File: src/rtl/aacrtp_pkg.sv
// Package for the AAC RTP AU header section parser.
// Request structs, status and kind codes, and sizing constants. No dependencies.
`timescale 1ns / 1ps

package aacrtp_pkg;

  // Payload length counter width; the count saturates at all ones
  localparam int PAYLOAD_LEN_BITS = 16;
  localparam logic [PAYLOAD_LEN_BITS-1:0] CNT_MAX = '1;

  // Width used for offset and remainder arithmetic against the byte count
  localparam int CMP_W = ((PAYLOAD_LEN_BITS > 16) ? PAYLOAD_LEN_BITS : 16) + 1;

  // Result queue sizing
  localparam int FIFO_DEPTH = 8;
  localparam int FIFO_PTR_W = $clog2(FIFO_DEPTH);
  localparam int FIFO_CNT_W = $clog2(FIFO_DEPTH + 1);
  // Results in flight (two accepted bytes of two results each) that must always fit
  localparam int FIFO_HEADROOM = 4;

  typedef enum logic [2:0] {
    ST_OK        = 3'd0,
    ST_SHORT     = 3'd1,
    ST_BAD_LEN   = 3'd2,
    ST_TRUNC     = 3'd3,
    ST_ZERO_SIZE = 3'd4,
    ST_TOO_LONG  = 3'd5
  } status_e;

  typedef enum logic {
    KIND_ENTRY   = 1'b0,
    KIND_SUMMARY = 1'b1
  } kind_e;

  typedef struct packed {
    logic [7:0] data_byte;
    logic       last_byte;
  } in_req_t;

  typedef struct packed {
    logic        kind;
    logic [12:0] au_size;
    logic [14:0] au_index;
    logic [13:0] payload_offset;
    logic [15:0] payload_bytes;
    logic [24:0] total_au_bytes;
    logic [2:0]  status;
    logic        last_result;
  } out_req_t;

endpackage

File: src/rtl/aac_rtp_au_header_parser.sv
// Top level of the AAC RTP AU header section parser (16-bit AU headers).
// Depends on aacrtp_pkg.
`timescale 1ns / 1ps
// A byte is registered on accept and its results then enter the result queue, from whose
// head they can be taken. Throughput: one byte per cycle unless stalled. Output drains
// one result per cycle when out_stall_i is low; a final byte that completes a header
// yields two results, so the input stalls while the 8-entry result queue holds more
// than 4 results. Reset clears all packet state and empties the queue.

module aac_rtp_au_header_parser import aacrtp_pkg::*; (
  input  logic     clk_i,
  input  logic     rst_ni,
  input  logic     in_valid_i,
  output logic     in_stall_o,
  input  in_req_t  in_req_i,
  output logic     out_valid_o,
  input  logic     out_stall_i,
  output out_req_t out_req_o
);

  // Input register
  logic    in_valid_q;
  in_req_t in_q;

  // Packet state
  logic [PAYLOAD_LEN_BITS-1:0] cnt_q, cnt_d;
  logic [15:0] sect_q, sect_d;
  logic [7:0]  pend_q, pend_d;
  logic [14:0] prev_q, prev_d;
  logic        have_q, have_d;
  logic [24:0] sum_q, sum_d;
  logic        zero_q, zero_d;
  logic        long_q, long_d;

  // Result queue
  out_req_t                mem_q [FIFO_DEPTH];
  logic [FIFO_PTR_W-1:0]   wptr_q, rptr_q;
  logic [FIFO_CNT_W-1:0]   count_q;
  logic [1:0]              n_push;
  out_req_t                r0, r1;
  logic                    pop;

  // Per-byte decode
  logic [15:0]      hdr_word;
  logic [12:0]      hdr_size;
  logic [14:0]      idx_exp;
  logic             sect_ok;
  logic [CMP_W-1:0] pos_ext, hend_ext, cnt_ext, offs_ext, remain_ext;
  logic [13:0]      hend_d;
  logic             have_entry;
  out_req_t         entry, summary;
  status_e          status;

  assign pop        = out_valid_o && !out_stall_i;
  assign in_stall_o = count_q > FIFO_CNT_W'(FIFO_DEPTH - FIFO_HEADROOM);

  // Input register
  always_ff @(posedge clk_i or negedge rst_ni) begin
    if (!rst_ni) begin
      in_valid_q <= 1'b0;
    end else begin
      in_valid_q <= in_valid_i && !in_stall_o;
    end
  end

  always_ff @(posedge clk_i) begin
    if (in_valid_i && !in_stall_o) begin
      in_q <= in_req_i;
    end
  end

  // Header decode for the current byte
  assign hdr_word = {pend_q, in_q.data_byte};
  assign hdr_size = hdr_word[15:3];
  assign idx_exp  = have_q ? prev_q + 15'(hdr_word[2:0]) + 15'd1 : 15'(hdr_word[2:0]);
  assign sect_ok  = (sect_q != 16'd0) && (sect_q[3:0] == 4'd0);
  assign pos_ext  = CMP_W'(cnt_q);
  assign hend_ext = CMP_W'(sect_q[15:3]) + CMP_W'(2);

  // State update and result build
  always_comb begin
    cnt_d      = cnt_q;
    sect_d     = sect_q;
    pend_d     = pend_q;
    prev_d     = prev_q;
    have_d     = have_q;
    sum_d      = sum_q;
    zero_d     = zero_q;
    long_d     = long_q;
    have_entry = 1'b0;
    entry      = '0;
    summary    = '0;
    status     = ST_OK;
    hend_d     = '0;
    cnt_ext    = '0;
    offs_ext   = '0;
    remain_ext = '0;
    n_push     = 2'd0;
    r0         = '0;
    r1         = '0;

    if (in_valid_q) begin
      if (cnt_q == CNT_MAX) begin
        long_d = 1'b1;
      end else begin
        cnt_d = cnt_q + PAYLOAD_LEN_BITS'(1);
        if (cnt_q == '0) begin
          pend_d = in_q.data_byte;
        end else if (cnt_q == PAYLOAD_LEN_BITS'(1)) begin
          sect_d = hdr_word;
        end else if (sect_ok && (pos_ext < hend_ext)) begin
          // Even offset in the section: high byte; odd: completes a header
          if (!cnt_q[0]) begin
            pend_d = in_q.data_byte;
          end else if (!zero_q) begin
            if (hdr_size == 13'd0) begin
              zero_d = 1'b1;
            end else begin
              prev_d           = idx_exp;
              have_d           = 1'b1;
              sum_d            = sum_q + 25'(hdr_size);
              have_entry       = 1'b1;
              entry.kind       = KIND_ENTRY;
              entry.au_size    = hdr_size;
              entry.au_index   = idx_exp;
            end
          end
        end
      end

      if (in_q.last_byte) begin
        // Summary status, checked in priority order
        hend_d  = 14'(sect_d[15:3]) + 14'd2;
        cnt_ext = CMP_W'(cnt_d);
        if (long_d) begin
          status = ST_TOO_LONG;
        end else if (cnt_d < PAYLOAD_LEN_BITS'(4)) begin
          status = ST_SHORT;
        end else if ((sect_d == 16'd0) || (sect_d[3:0] != 4'd0)) begin
          status = ST_BAD_LEN;
        end else if (CMP_W'(hend_d) > cnt_ext) begin
          status = ST_TRUNC;
        end else if (zero_d) begin
          status = ST_ZERO_SIZE;
        end else begin
          status = ST_OK;
        end

        if (status == ST_OK) begin
          offs_ext   = CMP_W'(hend_d);
          remain_ext = cnt_ext - offs_ext;
        end

        summary.kind           = KIND_SUMMARY;
        summary.payload_offset = offs_ext[13:0];
        summary.payload_bytes  = remain_ext[15:0];
        summary.total_au_bytes = sum_d;
        summary.status         = status;
        summary.last_result    = 1'b1;

        // Packet done: return to reset state
        cnt_d  = '0;
        sect_d = '0;
        pend_d = '0;
        prev_d = '0;
        have_d = 1'b0;
        sum_d  = '0;
        zero_d = 1'b0;
        long_d = 1'b0;
      end

      // Entry goes ahead of the summary
      if (have_entry) begin
        r0     = entry;
        r1     = summary;
        n_push = in_q.last_byte ? 2'd2 : 2'd1;
      end else begin
        r0     = summary;
        n_push = in_q.last_byte ? 2'd1 : 2'd0;
      end
    end
  end

  // Packet state registers
  always_ff @(posedge clk_i or negedge rst_ni) begin
    if (!rst_ni) begin
      cnt_q  <= '0;
      sect_q <= '0;
      pend_q <= '0;
      prev_q <= '0;
      have_q <= 1'b0;
      sum_q  <= '0;
      zero_q <= 1'b0;
      long_q <= 1'b0;
    end else begin
      cnt_q  <= cnt_d;
      sect_q <= sect_d;
      pend_q <= pend_d;
      prev_q <= prev_d;
      have_q <= have_d;
      sum_q  <= sum_d;
      zero_q <= zero_d;
      long_q <= long_d;
    end
  end

  // Result queue pointers and fill count
  always_ff @(posedge clk_i or negedge rst_ni) begin
    if (!rst_ni) begin
      wptr_q  <= '0;
      rptr_q  <= '0;
      count_q <= '0;
    end else begin
      wptr_q  <= wptr_q + FIFO_PTR_W'(n_push);
      rptr_q  <= rptr_q + FIFO_PTR_W'(pop);
      count_q <= count_q + FIFO_CNT_W'(n_push) - FIFO_CNT_W'(pop);
    end
  end

  // Result queue storage, up to two writes per cycle
  always_ff @(posedge clk_i) begin
    if (n_push != 2'd0) begin
      mem_q[wptr_q] <= r0;
    end
    if (n_push == 2'd2) begin
      mem_q[wptr_q + FIFO_PTR_W'(1)] <= r1;
    end
  end

  assign out_valid_o = count_q != '0;
  assign out_req_o   = mem_q[rptr_q];

  // Assertions
  a_fifo_no_overflow: assert property (@(posedge clk_i) disable iff (!rst_ni)
    count_q <= FIFO_CNT_W'(FIFO_DEPTH))
    else $error("result queue overflow");

  a_last_pushes_summary: assert property (@(posedge clk_i) disable iff (!rst_ni)
    (in_valid_q && in_q.last_byte) |->
      ((n_push == 2'd1 && r0.kind == KIND_SUMMARY) ||
       (n_push == 2'd2 && r0.kind == KIND_ENTRY && r1.kind == KIND_SUMMARY)))
    else $error("final byte did not queue a summary last");

  a_bad_summary_zeroed: assert property (@(posedge clk_i) disable iff (!rst_ni)
    (out_valid_o && out_req_o.kind == KIND_SUMMARY && out_req_o.status != ST_OK) |->
      (out_req_o.payload_offset == 14'd0 && out_req_o.payload_bytes == 16'd0))
    else $error("failed summary carries offset or byte count");

  a_entry_well_formed: assert property (@(posedge clk_i) disable iff (!rst_ni)
    (out_valid_o && out_req_o.kind == KIND_ENTRY) |->
      (out_req_o.au_size != 13'd0 && out_req_o.status == ST_OK &&
       out_req_o.last_result == 1'b0))
    else $error("malformed AU entry");

endmodule

File: config.mk
export PLATFORM = sky130hd
export DESIGN_NAME = aac_rtp_au_header_parser
export DESIGN_NICKNAME = d
export VERILOG_FILES = /design/src/rtl/aacrtp_pkg.sv /design/src/rtl/aac_rtp_au_header_parser.sv
export SDC_FILE = /design/constraint.sdc
export NUM_CORES = 1
export LEC_CHECK = 0
export CAP_MARGIN = 25
export CORE_MARGIN = 5
export CORE_UTILIZATION = 30
export CTS_CLUSTER_DIAMETER = 200
export CTS_CLUSTER_SIZE = 16
export DETAILED_ROUTE_END_ITERATION = 10
export DONT_BUFFER_PORTS = 1
export SLEW_MARGIN = 20
export SYNTH_ARGS = -nofsm -noshare
export SYNTH_HDL_FRONTEND = slang
export SYNTH_SLANG_ARGS = --single-unit
File: constraint.sdc
create_clock -name clk_i -period 6.5 [get_ports clk_i]
set_clock_uncertainty 0.1 [all_clocks]
set_input_delay 0.325 -clock clk_i [delete_from_list [all_inputs] [get_ports clk_i]]
set_output_delay 0.325 -clock clk_i [all_outputs]
set_load 0.02 [all_outputs]
=== Word-level counts from Yosys, hierarchy flattened ===
Memories as Yosys holds them, arrays and structs flattened.
Cells that the tools add are included.

* Register bits: 103
* RAM bits: 704
* Output and inout bits: 90
* Memories kept: 1

* $add $sub $neg: 12
* Order comparisons: 4
* Equality and inequality tests: 10
* Mux-type cells: 89
* Reductions and logical operators: 21

{| class="wikitable"
|+ Memories
! name !! depth !! width !! read ports !! clocked after memory_dff !! write ports !! RTL line !! RTL
|-
| mem_q || 8 || 88 || 1 || 0 || 2 || aac_rtp_au_header_parser.sv:36 || <nowiki>out_req_t mem_q [FIFO_DEPTH];</nowiki>
|}

{| class="wikitable"
|+ Operators with widths
! operator !! number
|-
| 2-to-1 mux 88 bit || 4
|-
| 2-to-1 mux 25 bit || 8
|-
| 2-to-1 mux 28 bit || 7
|-
| 2-to-1 mux 16 bit || 9
|-
| 2-to-1 mux 15 bit || 9
|-
| 2-to-1 mux 59 bit || 1
|-
| 2-to-1 mux 8 bit || 6
|-
| 2-to-1 mux 1 bit || 34
|-
| zero test 16 bit || 2
|-
| adder 13 x 2 -> 14 bit, second input constant || 2
|-
| adder 25 x 13 -> 25 bit || 1
|-
| 2-to-1 mux 3 bit || 7
|-
| adder 16 x 1 -> 16 bit, second input constant || 1
|-
| equality test 16 x 1 -> 1 bit, second input constant || 1
|-
| equality test 16 bit, second input constant || 1
|-
| greater-than comparator 14 x 16 -> 1 bit || 1
|-
| < comparator 16 x 14 -> 1 bit || 1
|-
| < comparator 16 x 3 -> 1 bit, second input constant || 1
|-
| nonzero test 16 bit || 1
|-
| subtractor 16 x 14 -> 16 bit || 1
|-
| adder 15 x 1 -> 15 bit, second input constant || 1
|-
| adder 15 x 3 -> 15 bit || 1
|-
| 2-to-1 mux 14 bit || 1
|-
| zero test 13 bit || 1
|-
| other kinds (21) || 34
|}

=== Longest topological paths before layout ===
Gate-level depths: netlist of run 1.

* Depth in word-level cells: 21
* Depth in mapped cells: 27
* Gate-level depth less buffers: 20

=== Worst setup path after synthesis of run 1 ===
OpenSTA, ideal clock, no wires.

* Kind: reg-to-reg
* From: register sect_q[6]
* To: memory mem_q[2][0] in the netlist's numbering (enable)
* Data arrival time: 6,139 ps
* Slack: -152 ps
* Stages on the path, launching flop included: 26
* Period minus slack after synthesis: 6,652 ps
* Path through: dfrtp_1 clkbuf_1 and3_1 clkbuf_1 nand2_1 nor2_1 nand2_1 xor2_1 ha_1 a21o_1 a2111oi_4 o211ai_1 a21oi_2 nand3_1 buf_2 buf_2 buf_2 ha_1 nand2b_1 nand2_1 nand2_1 nor3_1 nor2_1 clkbuf_1 clkbuf_1 inv_1

{| class="wikitable"
|+ RTL lines
! what !! RTL line !! RTL
|-
| start: declaration || aac_rtp_au_header_parser.sv:27 || <nowiki>logic [15:0] sect_q, sect_d;</nowiki>
|-
| start signal: assignment || aac_rtp_au_header_parser.sv:197 || <nowiki>sect_q <= sect_d;</nowiki>
|-
| end: declaration || aac_rtp_au_header_parser.sv:36 ||
|}

==> results.md, run 1 <==
- Status: complete, no violations
- Netlist cell types: 80
- Final worst-path setup slack: 0.721 ns
- Full die area: 135000 sq um
- Worst Tran Pin Value: 1.13 ns
- # rows: 131
- Worst setup path startpoint: cnt_q[3]
- CP required: 6.76 ns
- First DRT Iteration DRCs: 2745
- Area delta synth->final: 9.95%
- CP max stage cell: xor2_1
- Vias per Instance: 5.51
- Total power: 0.0154 W
- Static Leakage: 14.3 nW
- Worst-path clk slew: 0.08 ns
- P_int: 0.00936 W
- Largest net degree at the start of global routing: 98
- Worst Path Arrival: 6.04 ns
- Initial antenna violation count: 3
- Drt total wl: 118000 microns
- Max cap viols: 0
- Drt drc: 0
- Reg2Reg Setup Slack: 0.72 ns
- Reg power frac: 0.397
- Setup violators final: 0
- Register area share after synthesis: 0.556
- Area contributors post-synth: edfxtp_1, dfxtp_1, mux4_2
- Crit. End Element: flip-flop
- WS Path Type: reg2reg
- Final Cycle Share: 0.889
- Post-Syn Area: 38300 sq um
- Vias in the first global route: 26200
- Placed cell count: 4753
- Main flop type after synthesis: edfxtp_1
- Root Driver: clkbuf_16
- Post-synth top area share: 0.377
- Synth Register Bits: 799
- Fin Setup TNS: 0 ns
- Core Footprint: 127000 sq um
- Placer Congestion: 0.882
- Gr usage total: 0.169
- CP Launch Type: flip-flop
- CTS Buf Count: 55
- Relative slew slack: 0.246
- Detail Placement HPWL: 73200 microns
- Vias: 26800
- Achievable Freq: 0.173 GHz
- TritonCTS clock tree: done
- Number of gates resized after cts: 0
- First-pass GRT wire length: 175000 microns
- Min Clock Period, post-route: 5.78 ns
- PwrDens: 365 nW/um^2
- Clock buffer depth: 3
- Overflow after GRT: 0
- Routed WL per cell: 24.2 microns
- Yosys top cell by area: edfxtp_1
- Post-synth EDFFs: 481
- H-tree depth reported by CTS: 2
- Initial core utilization: 0.301
- Endpoints failing hold: 0
- CP cell instances: nor3_1 > and4_1 > and2_1 > buf_4 > nor2_1 > a21o_1 > ha_1 > xor2_1 > ha_1 > o21a_1 > o31a_1 > o2111ai_1 > a21oi_1 > o2111ai_1 > buf_4 > nor3_1 > o21ai_2 > buf_4 > nor2_1
- Drt first pass iters: 6
- Max stage delay on crit path: 0.65 ns
- Worst min-delay path class: in2async
- Finished Layout Cells: 4866
- Most common library cell in the layout ignoring fill and taps: edfxtp_1
- Chip Height: 367 microns
- Comb power frac: 0.385
- Worst VDD drop: 0.372 mV
- Worst r2r src: cnt_q[3]
- Synth warn: 0
- Clock sinks: 799
- Max-slew violations: 0
- Clock power frac: 0.218
- Mean Syn Cell Area: 11.9 sq um
- FF-to-FF End: mem_q[2][42]
- Sw Pwr: 0.00603 W
- DP Worst Slack: 0.788 ns
- Crit path max fanout: 23
- Chip Width: 367 microns
- Layout cells sized above 1: 0.157
- CP dominant cell by count: buf_4
- Post-DRT Antenna Nets: 0
- Sw frac: 0.392
- # port buffers: 0
- Top-Level Pins: 103
- Ys async rst share: 0.118
- Post-Syn Instances: 3224
- Reg2reg path depth: 19
- Worst setup path end: mem_q[2][42]
- Final-stage net count: 3242
- Commonest cells after routing, fill and taps aside: edfxtp_1, nor2_1, nand2_1
- Clk_lat worst skew: 0.66 ns
- Unrepaired setup endpoints after global routing: no
-- final cells by class --
| cell class | instances | area [sq um] |
|---|---|---|
| tap | 1662 | 2080 |
| fill | 12600 | 85100 |
| clock buffer | 96 | 1530 |
| antenna | 1 | 2.50 |
| timing repair buffer | 140 | 1190 |
| multi-input combinational | 2108 | 15800 |
| sequential | 799 | 21300 |
| inverter | 58 | 235 |
| clock inverter | 2 | 28.8 |
-- flip-flops by register name, summed over array words and instances, names as in the netlist --
name / count
sum_q: 25
in_valid_q: 1
prev_q: 15
hdr_word: 3
hdr_size: 5
in_q: 1
pend_q: 8
wptr_q: 3
sect_q: 16
have_q: 1
zero_q: 1
mem_q: 696
long_q: 1
cnt_q: 16
count_q: 4
rptr_q: 3
-- stage by stage --
step                area, sq um  hold WS, ns  utilization
floorplan                 38300      -0.0706            -
finish                    42100        0.191        0.331
global route              42100        0.176        0.331
global placement          40400      -0.0566        0.318
CTS                       42100      0.00239        0.331
detailed placement        40400      -0.0566        0.318
-- cells by family (layout without fill, tap and decap cells) --
family	after synthesis	in the layout	share of synthesized area
buf+inv	324	296	0.0353
simple gates	1022	1022	0.120
other cells	1	9	0.0000979
fa+ha+maj	67	67	0.0229
xor+xnor	77	77	0.0182
flops	799	799	0.556
compound gates	646	646	0.113
mux	288	288	0.135
-- timing repair --
item	CTS	global route
buffers inserted	0	0
hold buffers	12	1
setup endpoints to repair	0	0
hold endpoints to repair	104	1
-- per-layer routing --
layer / up-vias / global-route usage / share of wire
met2: 1174 / 0.281 / 0.48
met4: 2 / 0.0449 / 0.027
met5: - / 0 / 0.000059
met3: 206 / 0.0339 / 0.081
met1: 13500 / 0.226 / 0.41
li1: 11900 / - / -
-- power groups by stage --
stage / registers [W] / logic, W / clock network (W)
floorplan: 0.00588 / 0.00428 / 0
global placement: 0.00620 / 0.00590 / 0
detailed placement: 0.00621 / 0.00595 / 0
CTS: 0.00609 / 0.00599 / 0.00343
global route: 0.00614 / 0.00637 / 0.00362
finish: 0.00610 / 0.00592 / 0.00336
-- Yosys cell counts, types with 18 or more instances --
| library cell | number |
|---|---|
| mux2i_1 | 27 |
| buf_2 | 35 |
| nor3_1 | 50 |
| a22o_1 | 131 |
| xor2_1 | 32 |
| o21ai_0 | 175 |
| xnor2_1 | 42 |
| buf_1 | 28 |
| nand3_1 | 137 |
| a21oi_1 | 107 |
| or3_1 | 18 |
| mux4_2 | 174 |
| nand2_1 | 250 |
| and3_1 | 19 |
| mux2_2 | 87 |
| nor2b_1 | 21 |
| nor2_1 | 410 |
| clkbuf_1 | 183 |
| nand4_1 | 34 |
| edfxtp_1 | 481 |
| ha_1 | 62 |
| nor4_1 | 19 |
| dfrtp_1 | 94 |
| dfxtp_1 | 224 |
| o22ai_1 | 62 |
| inv_1 | 56 |
-- critical path: cells and delay by family, from the launching register on --
family,cells,cell delay [ns]
xor gates and xnor gates,1,0.65
DFF,1,0.51
adders and majority gates,2,0.80
AOI/OAI and AO/OA,7,1.56
and+or+nand+nor,6,1.02
buffers and inverters,3,0.85
-- how the worst min path moves through the flow --
stage	slack, ns	endpoint	startpoint	cells after the start
3_3_place_gp	-0.06	count_q[3]	rst_ni	0
2_1_floorplan	-0.07	cnt_q[0]	rst_ni	0
4_1_cts	0.002	rptr_q[0]	out_stall_i	2
5_1_grt	0.18	hdr_size[1]	in_req_i[5]	1
3_5_place_dp	-0.06	count_q[3]	rst_ni	0
6_report	0.19	count_q[3]	rst_ni	2
Note: power is estimated with default switching activity, not from simulation.
==> run 2, diff against run 1 <==
--- a/config.mk
+++ b/config.mk
@@ -5,6 +5,7 @@
 export SDC_FILE = /design/constraint.sdc
 export NUM_CORES = 1
 export LEC_CHECK = 0
+export ABC_AREA = 1
 export CAP_MARGIN = 25
 export CORE_MARGIN = 5
 export CORE_UTILIZATION = 30
==> run 2 against run 1 <==
  * Via count grew 45%
  * Area after synthesis is 13% higher
  * Synthesized cell count grew 63%
  * Critical endpoint is now mem_q[7][33]
  * Core utilization down 0.77 points
  * Wire length is 25% higher
  * Sequential cell count did not move
  * Register-to-register slack better by 0.03 ns
  * Maximum frequency rose by 0.57%
  * Die area increased by 13%
  * Critical path depth up 10
  * Cell area increased by 10%
==> results.md, run 2 <==
- Status: complete, no violations (unchanged)
- Gr usage total: 0.185 (was 0.169)
- PwrDens: 443 nW/um^2 (was 365 nW/um^2)
- Synth Register Bits: 799 (unchanged)
- Mean Syn Cell Area: 8.25 sq um (was 11.9 sq um)
- Post-synth EDFFs: 481 (unchanged)
- Placer Congestion: 0.872 (was 0.882)
- TritonCTS clock tree: done (unchanged)
- # Post-CTS Setup Buffers: 0 (unchanged)
- Largest regs: mem_q x696, sum_q x25 (unchanged)
- Min Clock Period, post-route: 5.75 ns (was 5.78 ns)
- Max stage delay on crit path: 0.56 ns (was 0.65 ns)
- Layout cells sized above 1: 0.0488 (was 0.157)
- Ys async rst share: 0.118 (unchanged)
- First DRT Iteration DRCs: 4338 (was 2745)
- Crit. End Element: flip-flop (unchanged)
- Synth warn: 0 (unchanged)
- Netlist cell types: 49 (was 80)
- Clk_lat worst skew: 0.68 ns (was 0.66 ns)
- Initial antenna violation count: 9 (was 3)
- Largest Register: mem_q (unchanged)
- Fillers: 14800 (was 12600)
- Overflow after GRT: 0 (unchanged)
- Top-Level Pins: 103 (unchanged)
- Post-Syn Instances: 5250 (was 3224)
- Reg2reg path depth: 29 (was 19)
- Chip Width: 390 microns (was 367 microns)
- Crit path max fanout: 138 (was 23)
- CP Launch Type: flip-flop (unchanged)
- # rows: 139 (was 131)
- CTS Buf Count: 55 (unchanged)
- Detail Placement HPWL: 83400 microns (was 73200 microns)
- Achievable Freq: 0.174 GHz (was 0.173 GHz)
- Clock buffer depth: 3 (unchanged)
- H-tree depth reported by CTS: 2 (unchanged)
- Vias in the first global route: 36000 (was 26200)
- Drt first pass iters: 6 (unchanged)
- Full die area: 152000 sq um (was 135000 sq um)
- Worst-path clk slew: 0.09 ns (was 0.08 ns)
- Post-synth top cells: nand2_1, o21ai_0, nand4_1 (was edfxtp_1, nor2_1, nand2_1)
- Max-slew violations: 0 (unchanged)
- Placed cell count: 6762 (was 4753)
- Most frequent cell after synthesis: nand2_1 (was edfxtp_1)
- Worst Tran Pin Value: 1.11 ns (was 1.13 ns)
- Number of flip-flops in the largest register: 696 (unchanged)
- CP required: 6.92 ns (was 6.76 ns)
- Root Driver: clkbuf_16 (unchanged)
- Vias: 38900 (was 26800)
- Static Leakage: 17.8 nW (was 14.3 nW)
- Most common library cell in the layout ignoring fill and taps: nand2_1 (was edfxtp_1)
- Relative slew slack: 0.258 (was 0.246)
- Final Cycle Share: 0.884 (was 0.889)
- Max cap viols: 0 (unchanged)
- Fin Setup TNS: 0 ns (unchanged)
- WS Path Type: reg2reg (unchanged)
- Register area share after synthesis: 0.491 (was 0.556)
- Vias per Instance: 5.66 (was 5.51)
- Post-Syn Area: 43300 sq um (was 38300 sq um)
- First-pass GRT wire length: 224000 microns (was 175000 microns)
- Area delta synth->final: 7.14% (was 9.95%)
- Drt drc: 0 (unchanged)
- Worst Path Arrival: 6.16 ns (was 6.04 ns)
- # port buffers: 0 (unchanged)
- Main flop type after synthesis: edfxtp_1 (unchanged)
- CP max stage cell: dfrtp_1 (was xor2_1)
- Largest net degree at the start of global routing: 174 (was 98)
- Initial core utilization: 0.302 (was 0.301)
- Worst VDD drop: 0.302 mV (was 0.372 mV)
- Area contributors post-synth: edfxtp_1, dfxtp_1, nand4_1 (was edfxtp_1, dfxtp_1, mux4_2)
- Setup violators final: 0 (unchanged)
- Post-synth top area share: 0.334 (was 0.377)
- Finished Layout Cells: 6869 (was 4866)
- Final-stage net count: 5013 (was 3242)
- Routed WL per cell: 21.5 microns (was 24.2 microns)
- Chip Height: 390 microns (was 367 microns)
- Drt total wl: 147000 microns (was 118000 microns)
- Clock sinks: 799 (unchanged)
- Core Footprint: 143000 sq um (was 127000 sq um)
- CP dominant cell by count: nand2_1 (was buf_4)
- Yosys top cell by area: edfxtp_1 (unchanged)
- Unrepaired setup endpoints after global routing: no (unchanged)
- Post-DRT Antenna Nets: 0 (unchanged)
- Endpoints failing hold: 0 (unchanged)
- Worst min-delay path class: in2async (unchanged)
- Commonest cells after routing, fill and taps aside: nand2_1, o21ai_0, nand4_1 (was edfxtp_1, nor2_1, nand2_1)
run 2: path summary, 6_finish.rpt:
check / slack [ns] / endpoint / start
worst max-delay path: 0.75 / mem_q[7][33] / cnt_q[0]
worst min-delay path: 0.17 / cnt_q[4] / rst_ni
worst max register to register: 0.75 / mem_q[7][33] / cnt_q[0]
worst min register to register: 0.37 / mem_q[0][70] / mem_q[0][70]
max in group asynchronous: 5.70 / rptr_q[0] / rst_ni
min in group clk_i: 0.20 / hdr_size[2] / in_req_i[6]
run 2: report_power, final:
| part | leakage [nW] | switching [W] | total (W) | internal [W] |
|---|---|---|---|---|
| combinational | 9.34 | 0.00830 | 0.0107 | 0.00241 |
| sequential | 7.71 | 0.000401 | 0.00645 | 0.00605 |
| clock | 0.733 | 0.00184 | 0.00341 | 0.00157 |
run 2: timing repair:
| item | 4_1_cts | 5_1_grt |
|---|---|---|
| hold buffers | 13 | 0 |
| endpoints found under the hold margin | 105 | 0 |
| resized for setup | 0 | 0 |
run 2: area by class of cell:
| class | count | area, sq um | share of cell area |
|---|---|---|---|
| Inverter | 323 | 1240 | 0.0267 |
| Antenna cell | 5 | 12.5 | 0.000270 |
| Sequential cell | 799 | 21300 | 0.459 |
| Tap cell | 1903 | 2380 | 0.0513 |
| Clock buffer | 82 | 1480 | 0.0319 |
| Multi-Input combinational cell | 3645 | 18800 | 0.405 |
| Timing Repair Buffer | 109 | 1170 | 0.0253 |
| Clock inverter | 3 | 55.1 | 0.00119 |
run 2: metrics by stage:
step                      utilization  hold WS (ns)  setup slack (ns)  instance area (sq um)  total power [W]
after floorplan                     -       -0.0706             0.376                  43300           0.0136
after global placement          0.311       -0.0511             0.842                  44600           0.0169
after detailed placement        0.311       -0.0506             0.870                  44600           0.0171
after CTS                       0.323         0.158             0.812                  46300           0.0205
after global routing            0.323         0.190            0.0977                  46400           0.0218
final                           0.323         0.167             0.754                  46400           0.0206
run 2: cell families after synthesis:
| kind of cell | count (synthesis) | share of synthesized area |
|---|---|---|
| adders and majority gates | 67 | 0.0202 |
| buffers and inverters | 813 | 0.0808 |
| AOI/OAI and AO/OA | 1119 | 0.140 |
| other | 1 | 0.0000866 |
| DFF | 799 | 0.491 |
| xor gates and xnor gates | 51 | 0.0103 |
| and+or+nand+nor | 2400 | 0.257 |
run 2: worst max-delay path: cells and delay by family, from the launching register on:
| kind | cells | cell delay, ns |
|---|---|---|
| fa+ha+maj | 3 | 0.80 |
| buf+inv | 7 | 1.13 |
| flops | 1 | 0.56 |
| simple gates | 19 | 2.86 |
run 2: layer usage:
| layer | GRT usage | part of all wire | up-vias |
|---|---|---|---|
| met1 | 0.258 | 0.42 | 18600 |
| met5 | 0 | 0.00029 | - |
| li1 | - | - | 18000 |
| met4 | 0.0549 | 0.028 | 8 |
| met2 | 0.295 | 0.45 | 1931 |
| met3 | 0.0333 | 0.099 | 284 |
